===== src/sv/tmaa_pkg.sv =====
// Package: word types and constants for the triangle mesh area accumulator.
`timescale 1ns / 1ps
package tmaa_pkg;
   localparam int FieldCoordBits = 16;
   localparam int TriBits = 36;
   localparam int TotalBits = 48;
   localparam int TallyBits = 32;

   typedef struct packed {
      logic start_mesh;
      logic face_present;
      logic signed [FieldCoordBits-1:0] p0_x;
      logic signed [FieldCoordBits-1:0] p0_y;
      logic signed [FieldCoordBits-1:0] p0_z;
      logic signed [FieldCoordBits-1:0] p1_x;
      logic signed [FieldCoordBits-1:0] p1_y;
      logic signed [FieldCoordBits-1:0] p1_z;
      logic signed [FieldCoordBits-1:0] p2_x;
      logic signed [FieldCoordBits-1:0] p2_y;
      logic signed [FieldCoordBits-1:0] p2_z;
   } req_type;

   typedef struct packed {
      logic [TriBits-1:0] tri_double_area;
      logic is_degenerate;
      logic [TotalBits-1:0] total_double_area;
      logic [TallyBits-1:0] degenerate_count;
   } rsp_type;
endpackage


===== src/sv/tmaa_back.sv =====
// Back end: bit-serial integer square root and saturating totals.
`timescale 1ns / 1ps
module tmaa_back import tmaa_pkg::*; #(
   parameter int NORM_BITS = 67,
   parameter int SUM_BITS = 48
) (
   input  logic clock,
   input  logic reset,
   input  logic q_valid,
   output logic q_stall,
   input  logic q_start,
   input  logic q_face,
   input  logic q_degen,
   input  logic [NORM_BITS-1:0] q_norm,
   output logic rsp_valid,
   input  logic rsp_stall,
   output rsp_type rsp_word
);
   localparam int RB = (NORM_BITS + 1) / 2;
   localparam int NB = 2 * RB;
   localparam int CB = $clog2(RB + 1);
   localparam logic [SUM_BITS-1:0] SumMax = '1;

   typedef enum logic [1:0] {IDLE, ROOT, DONE} state_type;
   state_type state_ff;
   logic [NB-1:0] rem_ff, x_ff;
   logic [RB-1:0] root_ff;
   logic [CB-1:0] cnt_ff;
   logic start_ff;
   logic [SUM_BITS-1:0] sum_ff, base;
   logic [TallyBits-1:0] tally_ff, tbase;
   logic [NB+1:0] trial;
   logic [NB-1:0] rem_sh;
   logic [SUM_BITS:0] add;
   logic [SUM_BITS-1:0] rootx;
   logic out_load;

   assign q_stall = state_ff != IDLE || (rsp_valid && rsp_stall);
   assign rem_sh = {rem_ff[NB-3:0], x_ff[NB-1:NB-2]};
   assign trial = {2'b0, rem_sh} - (NB+2)'({root_ff, 2'b01});
   assign base = start_ff ? '0 : sum_ff;
   assign tbase = q_start ? '0 : tally_ff;
   assign rootx = (RB > SUM_BITS) ? SUM_BITS'(root_ff)
                                 : SUM_BITS'({{SUM_BITS{1'b0}}, root_ff});
   assign add = {1'b0, base} + {1'b0, rootx};
   assign out_load = (state_ff == DONE)
                  || (state_ff == IDLE && q_valid && !q_stall && !(q_face && !q_degen));

   always_ff @(posedge clock) begin
      if (reset) begin
         state_ff <= IDLE;
         rsp_valid <= 1'b0;
         sum_ff <= '0;
         tally_ff <= '0;
      end else begin
         if (out_load) rsp_valid <= 1'b1;
         else if (rsp_valid && !rsp_stall) rsp_valid <= 1'b0;
         unique case (state_ff)
            IDLE: begin
               if (q_valid && !q_stall) begin
                  if (q_face && !q_degen) begin
                     state_ff <= ROOT;
                     x_ff <= NB'(q_norm);
                     rem_ff <= '0;
                     root_ff <= '0;
                     cnt_ff <= CB'(RB);
                     start_ff <= q_start;
                  end else begin
                     if (q_start) sum_ff <= '0;
                     tally_ff <= (q_face && tbase != '1) ? tbase + 1'b1 : tbase;
                     rsp_word.tri_double_area <= '0;
                     rsp_word.is_degenerate <= q_face;
                     rsp_word.total_double_area <=
                        TotalBits'({{TotalBits{1'b0}}, (q_start ? '0 : sum_ff)});
                     rsp_word.degenerate_count <=
                        (q_face && tbase != '1) ? tbase + 1'b1 : tbase;
                  end
               end
            end
            ROOT: begin
               x_ff <= {x_ff[NB-3:0], 2'b00};
               if (!trial[NB+1]) begin
                  rem_ff <= trial[NB-1:0];
                  root_ff <= {root_ff[RB-2:0], 1'b1};
               end else begin
                  rem_ff <= rem_sh;
                  root_ff <= {root_ff[RB-2:0], 1'b0};
               end
               cnt_ff <= cnt_ff - CB'(1);
               if (cnt_ff == CB'(1)) state_ff <= DONE;
               if (start_ff) tally_ff <= '0;
            end
            DONE: begin
               state_ff <= IDLE;
               sum_ff <= (add[SUM_BITS] || add[SUM_BITS-1:0] == SumMax
                          || (RB > SUM_BITS && (root_ff >> SUM_BITS) != '0))
                         ? SumMax : add[SUM_BITS-1:0];
               rsp_word.tri_double_area <= ((root_ff >> TriBits) != '0) ? '1
                  : TriBits'({{TriBits{1'b0}}, root_ff});
               rsp_word.is_degenerate <= 1'b0;
               rsp_word.total_double_area <= TotalBits'({{TotalBits{1'b0}},
                  ((add[SUM_BITS] || add[SUM_BITS-1:0] == SumMax
                    || (RB > SUM_BITS && (root_ff >> SUM_BITS) != '0))
                   ? SumMax : add[SUM_BITS-1:0])});
               rsp_word.degenerate_count <= tally_ff;
            end
            default: state_ff <= IDLE;
         endcase
      end
   end
endmodule


===== config.mk =====
export PLATFORM = sky130hd
export DESIGN_NAME = tmaa_back
export DESIGN_NICKNAME = d
export VERILOG_FILES = /design/src/sv/tmaa_pkg.sv /design/src/sv/tmaa_back.sv
export SDC_FILE = /design/constraint.sdc
export NUM_CORES = 1
export LEC_CHECK = 0
export ABC_CLOCK_PERIOD_IN_PS = 37300
export BUFFER_PORTS_ARGS = -buffer_cell sky130_fd_sc_hd__buf_2
export CORE_MARGIN = 2
export CORE_UTILIZATION = 36
export CTS_CLUSTER_DIAMETER = 100
export DETAILED_ROUTE_END_ITERATION = 10
export PLACE_DENSITY = 0.56
export SLEW_MARGIN = 10
export SYNTH_ARGS = -nofsm -noshare
export SYNTH_HDL_FRONTEND = slang
export SYNTH_SLANG_ARGS = --single-unit

===== constraint.sdc =====
create_clock -name clock -period 37.3 [get_ports clock]
set_input_delay 1.865 -clock clock [delete_from_list [all_inputs] [get_ports clock]]
set_output_delay 1.865 -clock clock [all_outputs]
set_load 0.01 [all_outputs]

==> results of run 1 <==
metrics by stage:
step | worst slack (ns) | instance area, sq um | power [uW] | hold slack (ns)
floorplan | 21.25 | 20900 | 532 | 0.441
global placement | 31.73 | 22500 | 555 | 0.449
detailed placement | 31.62 | 22500 | 556 | 0.456
CTS | 32.23 | 24000 | 1010 | 0.469
global route | 31.92 | 24000 | 1030 | 0.490
finish | 32.27 | 24000 | 993 | 0.466
cells in the final DEF, fill, tap and decap left out, types with 8 or more instances in the layout:
cell type and n:
a211oi_1 13, a21o_1 45, a21oi_1 229, a22oi_1 8, a31oi_1 19, and2_1 18, and3_1 47, buf_2 190
buf_4 22, clkbuf_1 9, clkbuf_16 47, clkinv_1 9, clkinv_2 8, dfxtp_1 83, edfxtp_1 290, ha_1 72
inv_1 64, nand2_1 421, nand2b_1 9, nand3_1 61, nand4_1 25, nor2_1 214, nor2b_1 48, nor3_1 46
nor4_1 25, o21a_1 14, o21ai_0 117, o31ai_1 29, or3_1 14, or4_1 8, xnor2_1 50, xor2_1 40
worst min-delay path by stage:
stage,start,end,slack [ns]
5_1_grt,rsp_valid,rsp_valid,0.49
6_report,sum_ff[23],sum_ff[23],0.47
4_1_cts,rsp_valid,rsp_valid,0.47
3_3_place_gp,sum_ff[20],sum_ff[20],0.45
3_5_place_dp,sum_ff[13],sum_ff[13],0.46
2_1_floorplan,sum_ff[0],sum_ff[0],0.44
critical path: cells and delay by family:
family | cells | cell delay (ns)
buffers and inverters | 4 | 1.86
and+or+nand+nor | 4 | 1.05
AOI/OAI and AO/OA | 1 | 0.35
sequential cells by signal (all words and copies together) (netlist names):
register,flops
sum_ff,48
state_ff,2
start_ff,1
cnt_ff,6
x_ff,68
rsp_word,115
root_ff,34
tally_ff,32
rsp_valid,1
rem_ff,66
cell type report:
class	count	share of cell area, %
flip-flops and latches	373	43.2
multi-input cells	1721	40.9
clock buffers	57	5.10
repair buffers	213	4.73
well taps	765	3.99
inverters	68	1.07
clock inverters	27	1.06
logic make-up (layout without fill, tap and decap cells):
kind of cell | after synthesis | after routing | synth area share (%)
simple gates | 984 | 984 | 21.7
xor+xnor | 90 | 90 | 3.77
buf+inv | 199 | 365 | 3.62
mux | 7 | 7 | 0.336
fa+ha+maj | 73 | 73 | 4.41
flops | 373 | 373 | 49.7
compound gates | 565 | 565 | 16.5
other cells | 1 | 2 | 0.0180
layer usage:
| layer | vias to the layer above | share of wire, % | wire [um] |
|---|---|---|---|
| met5 | - | 0 | 0 |
| met4 | 0 | 2.2 | 1250 |
| met3 | 90 | 4.9 | 2830 |
| met2 | 429 | 45 | 26100 |
| met1 | 8334 | 48 | 27500 |
| li1 | 8527 | - | - |
power by group through the flow:
stage	Clock [uW]	Sequential (uW)	Combinational (uW)
finish	445	467	80.5
global route	474	468	90.6
CTS	458	467	81.2
detailed placement	0	476	80.8
floorplan	0	480	52.1
global placement	0	475	80.0
==> flow_summary.ini, run 1 <==
[outcome]
outcome = complete, no violations

[sta]
tightest_slew_ns = 1.12
fin_setup_tns_ns = 0
period_share_pct = 13.5
slew_headroom_pct = 25.1
fmax_ghz = 0.199
drv_slew = 0
fin_skew_ns = 0.0242
layout_min_cycle_time_ns = 5.03
grt_setup_unrepaired = no
hold_violations = 0
setup_viol = 0

[cts]
post_cts.repair.setup_buffers = 0
clockBufferDepth = 3
cts_sinks = 373
cts_tree = built
htree_levels = 2
numCtsBuffers = 45
clk_latency_ns = 0.58
cts_resized = 0
clk_pin_slew_ns = 0.06
hold_buffers = 0
cts_root_buffer = clkbuf_16

[worst_setup_path]
crit_type = primary input to flop
slowest_stage = buf_4
crit_end = rsp_word[81]
cp_max_fo = 64
cpPeakStageDelay_ns = 0.83
startpoint = rsp_stall
cpMostUsedCell = nand2_1
reg2reg_depth = 15
cp.arrival_ns = 5.22
worstPathCellList = buf_2 > a211oi_1 > nand2_1 > or3_1 > nand2_1 > buf_4 > nand2_1 > inv_4 > buf_4
cp-start-kind = primary input
rr_startpoint = start_ff
crit-reg2reg-capture = sum_ff[25]
reg2reg_slack_ns = 32.41
required_ns = 37.49
end_kind = flop

[floorplanning]
core_sq_um = 57500
die_y_um = 245
num_rows = 88
start_util_pct = 36.3
die_w_um = 245
dieArea_sq_um = 60000
ios = 193

[layout]
fin_cells = 3224
nFillCells = 5732
syn2layout_area_growth_pct = 15.0
multi_input_area_sq_um = 9810
drive_gt1_share_pct = 12.6
final-seq-area_sq_um = 10400
utilization_pct = 41.8
antenna_cells = 0
final_net_count = 2569

[synthesis]
netlist_area_sq_um = 20900
synth.distinct_cells = 77
synth.avg_cell_area_sq_um = 9.11
yosys.area.top_type = edfxtp_1
synth_commonest_cells = nand2_1, edfxtp_1, a21oi_1
ys_seq_area_share_pct = 49.7
synth_ff_type = edfxtp_1
ys_ff_latch = 373
synth_area_leaders = edfxtp_1, dfxtp_1, nand2_1
synth_warnings = 0
netlist_instances = 2292
async_flop_share_pct = 0
post-synth-top-count-cell = nand2_1
synth_top_cell_area_share_pct = 41.7
synth_edf_count = 290

[run]
maxCapViolations = 0

[power_and_ir_drop]
intPower_uw = 748
swShare_pct = 24.7
power.density_nw_per_um2 = 41.3
power_switching_uw = 245
clkPwrFrac_pct = 44.9
p_comb_share_pct = 8.1
p_leak_uw = 0.00931
p_seq_share_pct = 47.0
ir_worst_vdd_uv = 26.7

[placement]
place_inst = 3140
gp_congestion = 0.862
detailed_place_hpwl_um = 38300
port-buffer-count = 190

[routing]
first_pass_iters = 5
drt_iter0_drc = 1401
wl_um = 57700
via_per_inst = 5.39
avgRoutedWirePerCell_um = 17.9
drc = 0
postRouteAntennaNets = 0
vias = 17400

[grt]
use_met2_pct = 29.9
overflow = 0
grt_max_degree = 175
grt_usage_pct = 19.0
antenna_found_initial = 2
grt-busiest-layer = met2
grt_pass1_vias = 16800
grt_pass1_wl_um = 92000
grtUsageMet1_pct = 27.2
use_met3_pct = 2.68

[hold_path]
hold_depth = 2
hold_class = flop to flop
(Power assumes the default switching activity.)
==> inputs of run 2 (changes only) <==
--- a/config.mk
+++ b/config.mk
@@ -5,7 +5,7 @@
 export SDC_FILE = /design/constraint.sdc
 export NUM_CORES = 1
 export LEC_CHECK = 0
-export ABC_CLOCK_PERIOD_IN_PS = 37300
+export ABC_CLOCK_PERIOD_IN_PS = 5000
 export BUFFER_PORTS_ARGS = -buffer_cell sky130_fd_sc_hd__buf_2
 export CORE_MARGIN = 2
 export CORE_UTILIZATION = 36
==> constraint.sdc (replaced) <==
create_clock -name clock -period 5 [get_ports clock]
set_input_delay 0.25 -clock clock [delete_from_list [all_inputs] [get_ports clock]]
set_output_delay 0.25 -clock clock [all_outputs]
set_load 0.01 [all_outputs]
==> run 2 against run 1 <==
Net effect: critical path depth grew 4; highest routed layer unchanged; clock power grew to 7.1 times the previous value; power rose to 7.3 times the previous value; first-iteration DRC count decreased by 1.1%; flip-flop and latch count did not move; critical path type is now flop to flop; register-to-register slack got worse by 32 ns; largest cell class unchanged.
==> flow_summary.ini, run 2 (same netlist as run 1, synthesis figures left out) <==
[routing]
postRouteAntennaNets = 0
drt_iter0_drc = 1386
avgRoutedWirePerCell_um = 18.1
drc = 0
vias = 17700
first_pass_iters = 6
wl_um = 59800
via_per_inst = 5.37

[cts]
cts_root_buffer = clkbuf_16
clockBufferDepth = 3
htree_levels = 2
cts_tree = built
cts_sinks = 373
cts_resized = 0
clk_pin_slew_ns = 0.06
clk_latency_ns = 0.59
numCtsBuffers = 45

[grt]
antenna_found_initial = 0
grt_max_degree = 102
overflow = 0
grt_usage_pct = 19.6
grt_pass1_vias = 16900
grt_pass1_wl_um = 94500

[layout]
regMostFlops = rsp_word
nFillCells = 5603
final-seq-area_sq_um = 10400
largest_reg_flops = 115
reg.largest.list = rsp_word x115, x_ff x68, rem_ff x66
antenna_cells = 0
layout.cells.most_common = nand2_1
final_net_count = 2653
multi_input_area_sq_um = 9820
drive_gt1_share_pct = 12.9
syn2layout_area_growth_pct = 18.6
final_cell_mix = nand2_1, edfxtp_1, a21oi_1

[worst_setup_path]
crit-reg2reg-capture = rsp_word[78]
rr_startpoint = start_ff
cp.depth = 13
reg2reg_slack_ns = 0.33
cpPeakStageDelay_ns = 0.87
crit_type = flop to flop
critical_path.top_delay_family = compound AO/OA/AOI/OAI gates
cp_max_fo = 16
slowest_stage = o311ai_1
cp-start-kind = flop
required_ns = 5.34
end_kind = flop
crit_buf_inv = 2
worstPathCellList = buf_4 > buf_4 > nor2b_1 > ha_1 > a21oi_1 > a21boi_0 > a311o_1 > nor2b_1 > o311ai_1 > nand2_1 > and3_1 > a21o_1 > o211a_1
cp.arrival_ns = 5.01
reg2reg_depth = 13

[hold_path]
hp-start = q_degen
hold_depth = 4
min_to = state_ff[0]
hold_class = primary input to flop

[sta]
tightest_slew_ns = 1.03
drv_slew = 0
layout_min_cycle_time_ns = 4.67
fmax_ghz = 0.214
grt_setup_unrepaired = no
setup_viol = 0
slew_headroom_pct = 30.4
hold_violations = 0
whs_ns = 0.0363
period_share_pct = 93.4
setup_ws_ns = 0.330
fin_skew_ns = 0.0294

[placement]
detailed_place_hpwl_um = 40000
port-buffer-count = 190
pre_cts_slack_ns = 0.384
gp_congestion = 0.890

[power_and_ir_drop]
ir_worst_vdd_uv = 237
p_leak_uw = 0.00965
power.density_nw_per_um2 = 294

[outcome]
outcome = complete, no violations

[floorplanning]
dieArea_sq_um = 60000
die_y_um = 245
num_rows = 88
ios = 193
die_w_um = 245
start_util_pct = 36.3
core_sq_um = 57500

[run]
maxCapViolations = 0
run 2: per-layer routing:
layer	share of wire [%]	track usage, %
met1	47	28.0
met2	46	31.4
met4	1.7	4.68
met3	5.4	2.68
met5	0	0
run 2: area by class of cell:
| class | count | share of cell area (%) |
|---|---|---|
| sequential | 373 | 41.9 |
| clock inverter | 18 | 0.520 |
| tap | 765 | 3.86 |
| clock buffer | 62 | 5.10 |
| timing repair buffer | 297 | 7.97 |
| inverter | 68 | 1.04 |
| multi-input combinational | 1721 | 39.6 |
run 2: power by group:
group          internal (uW)  total [uW]  switching, uW
Combinational            237         660            423
Sequential              3440        3480           44.7
Clock                   1820        3150           1330
run 2: how the worst max path moves through the flow:
stage	start	slack [ns]	to
finish	start_ff	0.33	rsp_word[78]
global route	start_ff	0.06	sum_ff[44]
CTS	start_ff	0.39	rsp_word[78]
detailed placement	start_ff	0.38	rsp_word[78]
global placement	start_ff	0.45	rsp_word[76]
floorplan	state_ff[0]	-0.66	cnt_ff[0]
run 2: metrics by stage:
step                      total power [uW]  instance area, sq um  instances  setup TNS (ns)  util (%)
final                                 7290                 24800       3304               0      43.1
after global routing                  7570                 24800       3304               0      43.1
after floorplan                       3950                 20900       2293         -115.32         -
after CTS                             7380                 24800       3304               0      43.1
after detailed placement              4160                 22700       3156               0      39.5
after global placement                4160                 22700       3156               0      39.5
run 2: tightest hold or removal path: cells and delay by family:
kind                   cells  cell delay (ns)
AO/OA/AOI/OAI              1             0.07
buffers and inverters      1             0.09
AND/OR/NAND/NOR            2             0.17
run 2: what timing repair did:
action                                 CTS  global route
hold buffers                            68             0
endpoints found under the hold margin   68             0
buffers inserted                         0             0
