### config.mk
export PLATFORM = sky130hd
export DESIGN_NAME = tmaa_fifo
export DESIGN_NICKNAME = d
export VERILOG_FILES = /design/src/sv/tmaa_fifo.sv
export SDC_FILE = /design/constraint.sdc
export NUM_CORES = 1
export LEC_CHECK = 0
export BUFFER_PORTS_ARGS = -buffer_cell sky130_fd_sc_hd__buf_2
export CORE_AREA = 2 2 65 82
export CTS_CLUSTER_DIAMETER = 60
export CTS_CLUSTER_SIZE = 30
export DETAILED_ROUTE_END_ITERATION = 16
export DIE_AREA = 0 0 67 84
export GPL_TIMING_DRIVEN = 0
export MAX_ROUTING_LAYER = met4
export RECOVER_POWER = 100
export SLEW_MARGIN = 20
export SYNTH_ARGS = -nofsm -noshare
export SYNTH_HDL_FRONTEND = slang
export SYNTH_SLANG_ARGS = --single-unit
### constraint.sdc
create_clock -name clock -period 6.2 [get_ports clock]
set_input_delay 0.62 -clock clock [delete_from_list [all_inputs] [get_ports clock]]
set_output_delay 0.62 -clock clock [all_outputs]
set_load 0.005 [all_outputs]
### src/sv/tmaa_fifo.sv
// Short queue between front end and back end.
`timescale 1ns / 1ps
module tmaa_fifo #(
   parameter int WIDTH = 8
) (
   input  logic clock,
   input  logic reset,
   input  logic in_valid,
   output logic in_stall,
   input  logic [WIDTH-1:0] in_data,
   output logic out_valid,
   input  logic out_stall,
   output logic [WIDTH-1:0] out_data
);
   logic [WIDTH-1:0] mem_ff [4];
   logic [1:0] wp_ff, rp_ff;
   logic [2:0] cnt_ff;
   logic wr, rd;

   assign in_stall = cnt_ff[2];
   assign out_valid = cnt_ff != 3'd0;
   assign out_data = mem_ff[rp_ff];
   assign wr = in_valid && !in_stall;
   assign rd = out_valid && !out_stall;

   always_ff @(posedge clock) begin
      if (reset) begin
         wp_ff <= '0;
         rp_ff <= '0;
         cnt_ff <= '0;
      end else begin
         if (wr) wp_ff <= wp_ff + 2'd1;
         if (rd) rp_ff <= rp_ff + 2'd1;
         cnt_ff <= cnt_ff + 3'(wr) - 3'(rd);
      end
      if (wr) mem_ff[wp_ff] <= in_data;
   end
endmodule

==> results of run 1 <==
[final timing paths]
| path | startpoint | end | slack (ns) | cells past startpoint |
|---|---|---|---|---|
| setup / recovery | in_valid | cnt_ff[2] | 3.93 | 12 |
| hold / removal | cnt_ff[1] | cnt_ff[2] | 0.55 | 2 |
| setup reg to reg | cnt_ff[1] | cnt_ff[2] | 3.94 | 10 |
| hold reg to reg | cnt_ff[1] | cnt_ff[2] | 0.55 | 2 |
[final cells by class]
cell class	count	area share [%]
Clock inverter	3	3.59
Tap cell	62	4.05
Inverter	6	1.17
Multi-Input combinational cell	40	22.4
Sequential cell	41	59.5
Buffer	4	1.24
Timing Repair Buffer	20	4.44
Clock buffer	5	3.59
[cells in the mapped netlist (2+ instances only)]
cell type	number	share of area [%]
ha_1	6	4.6
dfxtp_1	9	11
edfxtp_1	32	59
inv_1	6	1.4
a21oi_1	2	0.61
and2_1	5	1.9
nor2b_1	3	1.1
nor2_1	6	1.4
mux4_2	8	11
buf_2	2	0.61
[worst max-delay path: cells and delay by family]
kind / cells / cell delay, ns
xor+xnor: 1 / 0.16
fa+ha+maj: 3 / 0.80
buf+inv: 5 / 0.54
simple gates: 3 / 0.38
[cell usage in the layout, fill, tap and decap left out, drive strengths merged]
cell     n
clkbuf  18
nor3b    1
fa       1
edfxtp  32
nor2     6
nor2b    3
o21ai    1
mux2     1
and2     5
nor3     2
bufinv   2
dfxtp    9
mux4     8
a21oi    2
or3      1
buf     11
xnor2    1
xor2     1
inv      7
mux2i    1
ha       6
[report_power, final]
group | switching (mW) | internal (mW) | total, mW
sequential | 0.0183 | 0.340 | 0.358
clock | 0.0938 | 0.162 | 0.256
combinational | 0.0854 | 0.0875 | 0.173
total | 0.197 | 0.590 | 0.787
[layer usage]
metal	global-route usage (%)	part of all wire [%]
met1	11.0	40
met2	17.1	52
met3	4.18	6.2
met4	4.45	1.9
met5	-	0
[sequential cells by signal (all words and copies together), names as in the netlist, named ones only]
register	count
mem_ff	32
cnt_ff	3
rp_ff	2
wp_ff	2
[per-stage QoR]
stage | hold WS [ns] | power (mW) | setup slack (ns) | utilization [%] | instance area (sq um)
after floorplan | 0.488 | 0.491 | 3.96 | - | 1630
after global placement | 0.505 | 0.543 | 3.81 | 36.7 | 1810
after detailed placement | 0.539 | 0.554 | 3.74 | 36.7 | 1810
after CTS | 0.527 | 0.810 | 4.01 | 39.5 | 1950
after global routing | 0.581 | 0.833 | 3.71 | 38.8 | 1920
final | 0.554 | 0.787 | 3.93 | 38.8 | 1920
[kinds of logic (layout without fill, tap and decap cells)]
family	count (synthesis)	count (layout)	synth area share [%]
AND/OR/NAND/NOR	18	18	6.89
adder cells (fa/ha/maj)	7	7	5.82
multiplexers	10	10	12.6
AO/OA/AOI/OAI	3	3	0.919
buffers and inverters	10	38	2.91
flip-flops	41	41	69.8
XOR/XNOR	2	2	1.07
==> out/metrics.cfg, run 1 <==
[pwr]
peakVddDrop_uv=177
power.density_nw_per_um2=411
p_leak_nw=0.668

[global_route]
grt_max_degree=15
grt_use_total_pct=10.5
antenna_found_initial=0
grt_pass1_vias=876
grt_overflow_total=0
grt_first_pass_wirelength_microns=4170

[detailed_routing]
first_iter_violations=34
drc=0
avgViaCountPerCell=4.52
vias=818
ant_nets=0
firstDrtPassIters=4
drt_wl_total_microns=2530
avgRoutedWirePerCell_microns=14.0

[place]
dp.cells=173
numPortBuffers=20
hpwl_microns=1810
place_congestion=0.688

[cells_and_area]
fill_cells=507
area_growth_pct=17.3
seqCellArea_sq_um=1140
drive_gt1_share_pct=22.7
multi_input_area_sq_um=429
num_antenna_cells=0
fin_nets=137
layout.cells.non_filler=181

[sta]
final_max_slew_viol_count=0
fin_crit_sh_pct=36.7
slew_headroom_pct=56.4
worst_pin_slew_ns=0.653
tns_ns=0
fin_crit_ns=2.27
finalHoldViolCount=0
finalSetupViolCount=0
timing.fmax_mhz=440
rsz0062_at_grt=no
finalClockSkew_ns=0.0112

[floorplanning]
die-area_sq_um=5630
die_y_microns=84
initial_core_util_pct=33.1
io_pins=22
core_sq_um=4930
die_w_microns=67
rows=29

[logic_synthesis]
ys_warn_count=0
syn_inst=91
yosysSeqAreaShare_pct=69.8
syn_area_sq_um=1630
ys.flop_type=edfxtp_1
synthArstFlopShare_pct=0
ys_seq_elements=41
yosys.cell_types.count=22
avgSynthCellArea_sq_um=18.0
synth_nets=110
synth_enable_flop_cells=32

[worst_setup_path]
worst_path_max_delay_cell=fa_1
crit_type=input port to register
crit_chain=buf_2, nor2b_1, clkbuf_1, inv_1, ha_1, inv_1, ha_1, inv_1, fa_1, xor2_1, and2_0, nor3_1
cp_slowest_stage_delay_ns=0.37
cp_data_arrival_time_ns=2.48
crit_required_ns=6.41
start_kind=input port
endpoint_kind=register
crit_fanout=7
cp_common_cell=inv_1

[clock_tree]
clock_latency_ns=0.30
cts-root-buf=clkbuf_8
post_cts_buffers=0
clk_pin_slew_ns=0.07
cts_tree=yes
ctsHtreeMaxLevel=2
cts_buffers=5
cts_sinks=41
cts_hold_buffers=0
clockBufferDepth=2
post_cts_resized=0

[flow_run]
maxCapViolCount=0

[min_path]
hold_class=register to register

[run_status]
status=finished, final reports clean

No activity file was read; power rests on OpenSTA's default activity.
==> run 2, diff against run 1 <==
==> constraint.sdc (replaced) <==
create_clock -name clock -period 1.9 [get_ports clock]
set_input_delay 0.19 -clock clock [delete_from_list [all_inputs] [get_ports clock]]
set_output_delay 0.19 -clock clock [all_outputs]
set_load 0.005 [all_outputs]
==> run 2 against run 1 <==
Sequential cell count unchanged. Clock power rose to 2.5 times the previous value. Non-clock buffer count up 5. Clock skew down 0.0038 ns. Utilization up 1.6 points. First-iteration DRC count up 29%. Setup slack worse by 3.9 ns. Final cell count up 2.2%. Combinational power rose to 4.2 times the previous value. Critical path depth down 1. Power rose to 3.3 times the previous value. Register-to-register slack worse by 3.9 ns. Critical endpoint unchanged.
==> out/metrics.cfg, run 2 (same netlist as run 1, synthesis figures left out) <==
[run_status]
status=finished, final reports clean

[global_route]
grt_pass1_vias=873
antenna_found_initial=0
grt_max_degree=13
grt_overflow_total=0
grt_use_total_pct=10.8
grt_first_pass_wirelength_microns=4270

[detailed_routing]
vias=836
drc=0
avgRoutedWirePerCell_microns=13.5
ant_nets=0
drt_wl_total_microns=2510
first_iter_violations=44
firstDrtPassIters=3
avgViaCountPerCell=4.52

[sta]
rsz0062_at_grt=yes
finalHoldViolCount=0
worst_pin_slew_ns=0.505
timing.fmax_mhz=530
finalSetupViolCount=0
slew_headroom_pct=66.3
fin_crit_ns=1.89
finalHoldWorstSlack_ns=0.163
finalClockSkew_ns=0.00744
tns_ns=0
fin_crit_sh_pct=99.3
final_max_slew_viol_count=0

[cells_and_area]
area_growth_pct=22.1
regMostFlops=mem_ff
layout.cells.non_filler=185
num_antenna_cells=0
fin_nets=142
mostFrequentLayoutCells=edfxtp_1 (32), buf_2 (13), clkbuf_1 (9)
largest_reg_flops=32
final_common_cell=edfxtp_1
fin_area_sq_um=1990
drive_gt1_share_pct=40.7
reg_top3=mem_ff: 32 flops, cnt_ff: 3 flops

[floorplanning]
die-area_sq_um=5630
io_pins=22
die_y_microns=84
die_w_microns=67
core_sq_um=4930
initial_core_util_pct=33.1
rows=29

[worst_setup_path]
timing.rr.end=cnt_ff[2]
cp_data_arrival_time_ns=2.10
endpoint_kind=register
crit_type=register to register
crit_fanout=4
rr_worst_depth=11
crit_required_ns=2.11
start_kind=register
r2r-start=cnt_ff[2]
rrSetupSlack_ns=0.01

[pwr]
seq_power_share_pct=46.4
p_int_mw=1.90
swShare_pct=25.8
peakVddDrop_uv=496
p_leak_nw=0.702
p_sw_mw=0.661
power_frac_clock_pct=25.4
p_comb_share_pct=28.2
power.density_nw_per_um2=1290

[clock_tree]
ctsHtreeMaxLevel=2
cts_hold_buffers=0
cts_buffers=5
clockBufferDepth=2
clock_latency_ns=0.29
cts_tree=yes
cts-root-buf=clkbuf_8
clk_pin_slew_ns=0.07
cts_sinks=41

[place]
numPortBuffers=20
place_congestion=0.644
dpl_cell_area_sq_um=1820
dp.cells=173
hpwl_microns=1730

[min_path]
whs_path_depth=1
worstHoldStart=in_data[3]
hold_class=input port to register
worst_hold_path.endpoint=mem_ff[2][3]

[flow_run]
maxCapViolCount=0

run 2: cell count changes in the layout (fill, tap and decap cells not counted), moves of 2 or more:
cell      before  now
clkbuf_1      13    9
dfxtp_1        9    6
inv_1          6    3
nor3_1         2    0
and2_1         0    5
ha_1           6    4
buf_4          0    6
inv_2          0    2
buf_2          9   13
ha_4           0    2
and2_0         5    0
dfxtp_4        0    2
run 2: per-stage QoR:
stage,util [%],total power [mW],setup slack (ns)
final,40.4,2.56,0.0136
after global placement,36.8,1.77,-0.0665
after global routing,40.4,2.73,-0.0933
after CTS,40.2,2.57,-0.0711
after detailed placement,36.8,1.81,-0.182
after floorplan,-,1.61,-0.0125
run 2: how the worst max path moves through the flow:
| stage | start | end | slack [ns] | depth (start not counted) |
|---|---|---|---|---|
| after global routing | cnt_ff[2] | cnt_ff[2] | -0.09 | 11 |
| after global placement | cnt_ff[2] | cnt_ff[2] | -0.07 | 11 |
| after detailed placement | cnt_ff[2] | cnt_ff[2] | -0.18 | 11 |
| final | cnt_ff[2] | cnt_ff[2] | 0.01 | 11 |
| after floorplan | cnt_ff[2] | cnt_ff[2] | -0.01 | 11 |
| after CTS | cnt_ff[2] | cnt_ff[2] | -0.07 | 10 |
run 2: layout make-up:
class                      count  area (sq um)
clock buffer                   5          68.8
buffer                         4          27.5
multi-input combinational     40           483
clock inverter                 2          35.0
inverter                       6          25.0
tap                           62          77.6
timing repair buffer          25           128
fill                         472          2940
sequential                    41          1150
run 2: power groups by stage:
stage / clock network (mW) / logic, mW / registers [mW]
after floorplan: 0 / 0.421 / 1.19
after global placement: 0 / 0.581 / 1.19
after detailed placement: 0 / 0.611 / 1.20
after CTS: 0.675 / 0.706 / 1.19
after global routing: 0.708 / 0.814 / 1.20
final: 0.650 / 0.723 / 1.19
run 2: metal layers:
layer | vias to the layer above | routed length (microns) | track usage (%)
li1 | 396 | - | -
met1 | 414 | 991 | 11.9
met2 | 21 | 1340 | 17.9
met3 | 5 | 121 | 2.83
met4 | 0 | 51 | 5.01
met5 | - | 0 | -
run 2: critical path, stage by stage, from the launching register on:
cell and delay (ns):
dfxtp_4 0.37, nor2b_2 0.11, buf_4 0.12, inv_2 0.04, ha_4 0.23, inv_4 0.05
ha_4 0.12, inv_2 0.03, fa_2 0.33, xor2_1 0.15, and2_1 0.16, nor3_2 0.10
run 2: timing repair:
| action | CTS | global route |
|---|---|---|
| setup buffers | 3 | 2 |
| endpoints found under the hold margin | 0 | 0 |
| resized for setup | 13 | 2 |
| pin swaps | 7 | 7 |
| endpoints found under the setup margin | 2 | 1 |
==> run 3, diff against run 2 <==
--- a/config.mk
+++ b/config.mk
@@ -6,13 +6,14 @@
 export NUM_CORES = 1
 export LEC_CHECK = 0
 export BUFFER_PORTS_ARGS = -buffer_cell sky130_fd_sc_hd__buf_2
-export CORE_AREA = 2 2 65 82
+export CORE_AREA = 2 2 55 69
 export CTS_CLUSTER_DIAMETER = 60
 export CTS_CLUSTER_SIZE = 30
 export DETAILED_ROUTE_END_ITERATION = 16
-export DIE_AREA = 0 0 67 84
+export DIE_AREA = 0 0 57 71
 export GPL_TIMING_DRIVEN = 0
 export MAX_ROUTING_LAYER = met4
+export PLACE_DENSITY = 0.71
 export RECOVER_POWER = 100
 export SLEW_MARGIN = 20
 export SYNTH_ARGS = -nofsm -noshare
==> run 3 against run 2 <==
The flow now finishes with violations (setup timing). Maximum frequency is 3.5% lower. Utilization rose by 14 points. Combinational power shrank 19%. Final area is 6.5% lower. Final cell count fell by 14%. First-iteration DRC count down 61%. Largest cell class unchanged. Largest power group unchanged.
==> out/metrics.cfg, run 3 (same netlist as run 1, synthesis figures left out) <==
[detailed_routing]
avgViaCountPerCell=5.08
drt_wl_total_microns=2290
first_iter_violations=17
avgRoutedWirePerCell_microns=14.3
ant_nets=0
firstDrtPassIters=4
drc=0
vias=812

[floorplanning]
initial_core_util_pct=47.7
die-area_sq_um=4050
io_pins=22
die_y_microns=71
rows=24
die_w_microns=57
core_sq_um=3420

[min_path]
hold_class=input port to register
whs_path_depth=1
worstHoldStart=in_data[4]
worst_hold_path.endpoint=mem_ff[2][4]

[run_status]
violations=setup timing
status=finished, violations left

[cells_and_area]
final_common_cell=edfxtp_1
fin_area_sq_um=1860
num_antenna_cells=0
area_growth_pct=14.1
mostFrequentLayoutCells=edfxtp_1 (32), clkbuf_1 (12), buf_2 (11)
drive_gt1_share_pct=26.4
layout.cells.non_filler=160
reg_top3=mem_ff: 32 flops, cnt_ff: 3 flops
regMostFlops=mem_ff
largest_reg_flops=32
fin_nets=139

[worst_setup_path]
endpoint_kind=register
crit_required_ns=2.11
rr_worst_depth=11
cp_data_arrival_time_ns=2.17
rrSetupSlack_ns=-0.05
crit_fanout=4
crit_type=register to register
start_kind=register
timing.rr.end=cnt_ff[2]
r2r-start=cnt_ff[2]

[global_route]
grt_most_used_layer=met2
grt_overflow_total=0
grt_max_degree=13
use_met1_pct=14.1
grt_first_pass_wirelength_microns=3660
grt_pass1_vias=770
use_met3_pct=5.12
grt_use_met2_pct=20.9
antenna_found_initial=0
grt_use_total_pct=13.1

[place]
dp.cells=150
dpl_cell_area_sq_um=1790
hpwl_microns=1570
place_congestion=0.690
pre_cts_ws_ns=-0.132
numPortBuffers=20

[pwr]
p_leak_nw=0.662
power.density_nw_per_um2=1230
peakVddDrop_uv=692

[sta]
finalHoldWorstSlack_ns=0.157
slew_headroom_pct=58.8
final_max_slew_viol_count=0
rsz0062_at_grt=yes
finalClockSkew_ns=0.00678
finalSetupViolCount=1
setup_ws_ns=-0.0546
finalHoldViolCount=0
worst_pin_slew_ns=0.617
fin_crit_ns=1.95
timing.fmax_mhz=512
fin_crit_sh_pct=103

[clock_tree]
clk_pin_slew_ns=0.07
cts_sinks=41
clock_latency_ns=0.29
cts-root-buf=clkbuf_8
clockBufferDepth=2
cts_buffers=5
cts_hold_buffers=0
ctsHtreeMaxLevel=2
cts_tree=yes

[flow_run]
maxCapViolCount=0

run 3: report_power, final:
group / switching (mW) / internal, mW
Combinational: 0.270 / 0.317
Clock: 0.276 / 0.247
Sequential: 0.0704 / 1.11
run 3: worst max-delay path, cell delays in order (launching register included):
cell	delay, ns
dfxtp_2	0.35
nor2b_1	0.11
buf_4	0.12
inv_1	0.03
ha_1	0.27
inv_1	0.05
ha_1	0.12
inv_1	0.05
fa_2	0.33
xor2_1	0.16
and2_1	0.16
nor3_1	0.12
run 3: area by class of cell:
cell class | instances | area, sq um
clock inverters | 3 | 12.5
fillers | 289 | 1560
plain buffers | 4 | 27.5
well taps | 39 | 48.8
inverters | 6 | 22.5
clock buffers | 5 | 68.8
multi-input cells | 40 | 443
repair buffers | 22 | 98.8
flip-flops and latches | 41 | 1140
run 3: what timing repair did:
action	in CTS	in global routing
pin swaps	1	0
resized for setup	1	0
setup buffers	2	0
setup endpoints to repair	1	1
run 3: through the flow:
stage	total power, mW	utilization, %	setup TNS [ns]
2_1_floorplan	1.61	-	-0.0125
3_3_place_gp	1.77	52.2	-0.0829
6_report	2.29	54.5	-0.0546
3_5_place_dp	1.79	52.2	-0.132
4_1_cts	2.35	55.1	-0.0713
5_1_grt	2.43	54.5	-0.170
run 3: metal layers:
layer	wire length [microns]	part of all wire, %	vias up
met4	46	2.0	0
li1	-	-	390
met1	938	41	394
met2	1190	52	21
met5	0	0	-
met3	120	5.2	7
run 3: worst max path at each step:
| stage | slack, ns | start | end | depth (start not counted) |
|---|---|---|---|---|
| after CTS | -0.07 | cnt_ff[2] | cnt_ff[2] | 11 |
| after detailed placement | -0.13 | cnt_ff[2] | cnt_ff[2] | 11 |
| after floorplan | -0.01 | cnt_ff[2] | cnt_ff[2] | 11 |
| final | -0.05 | cnt_ff[2] | cnt_ff[2] | 11 |
| after global routing | -0.17 | cnt_ff[2] | cnt_ff[2] | 11 |
| after global placement | -0.08 | cnt_ff[2] | cnt_ff[2] | 11 |
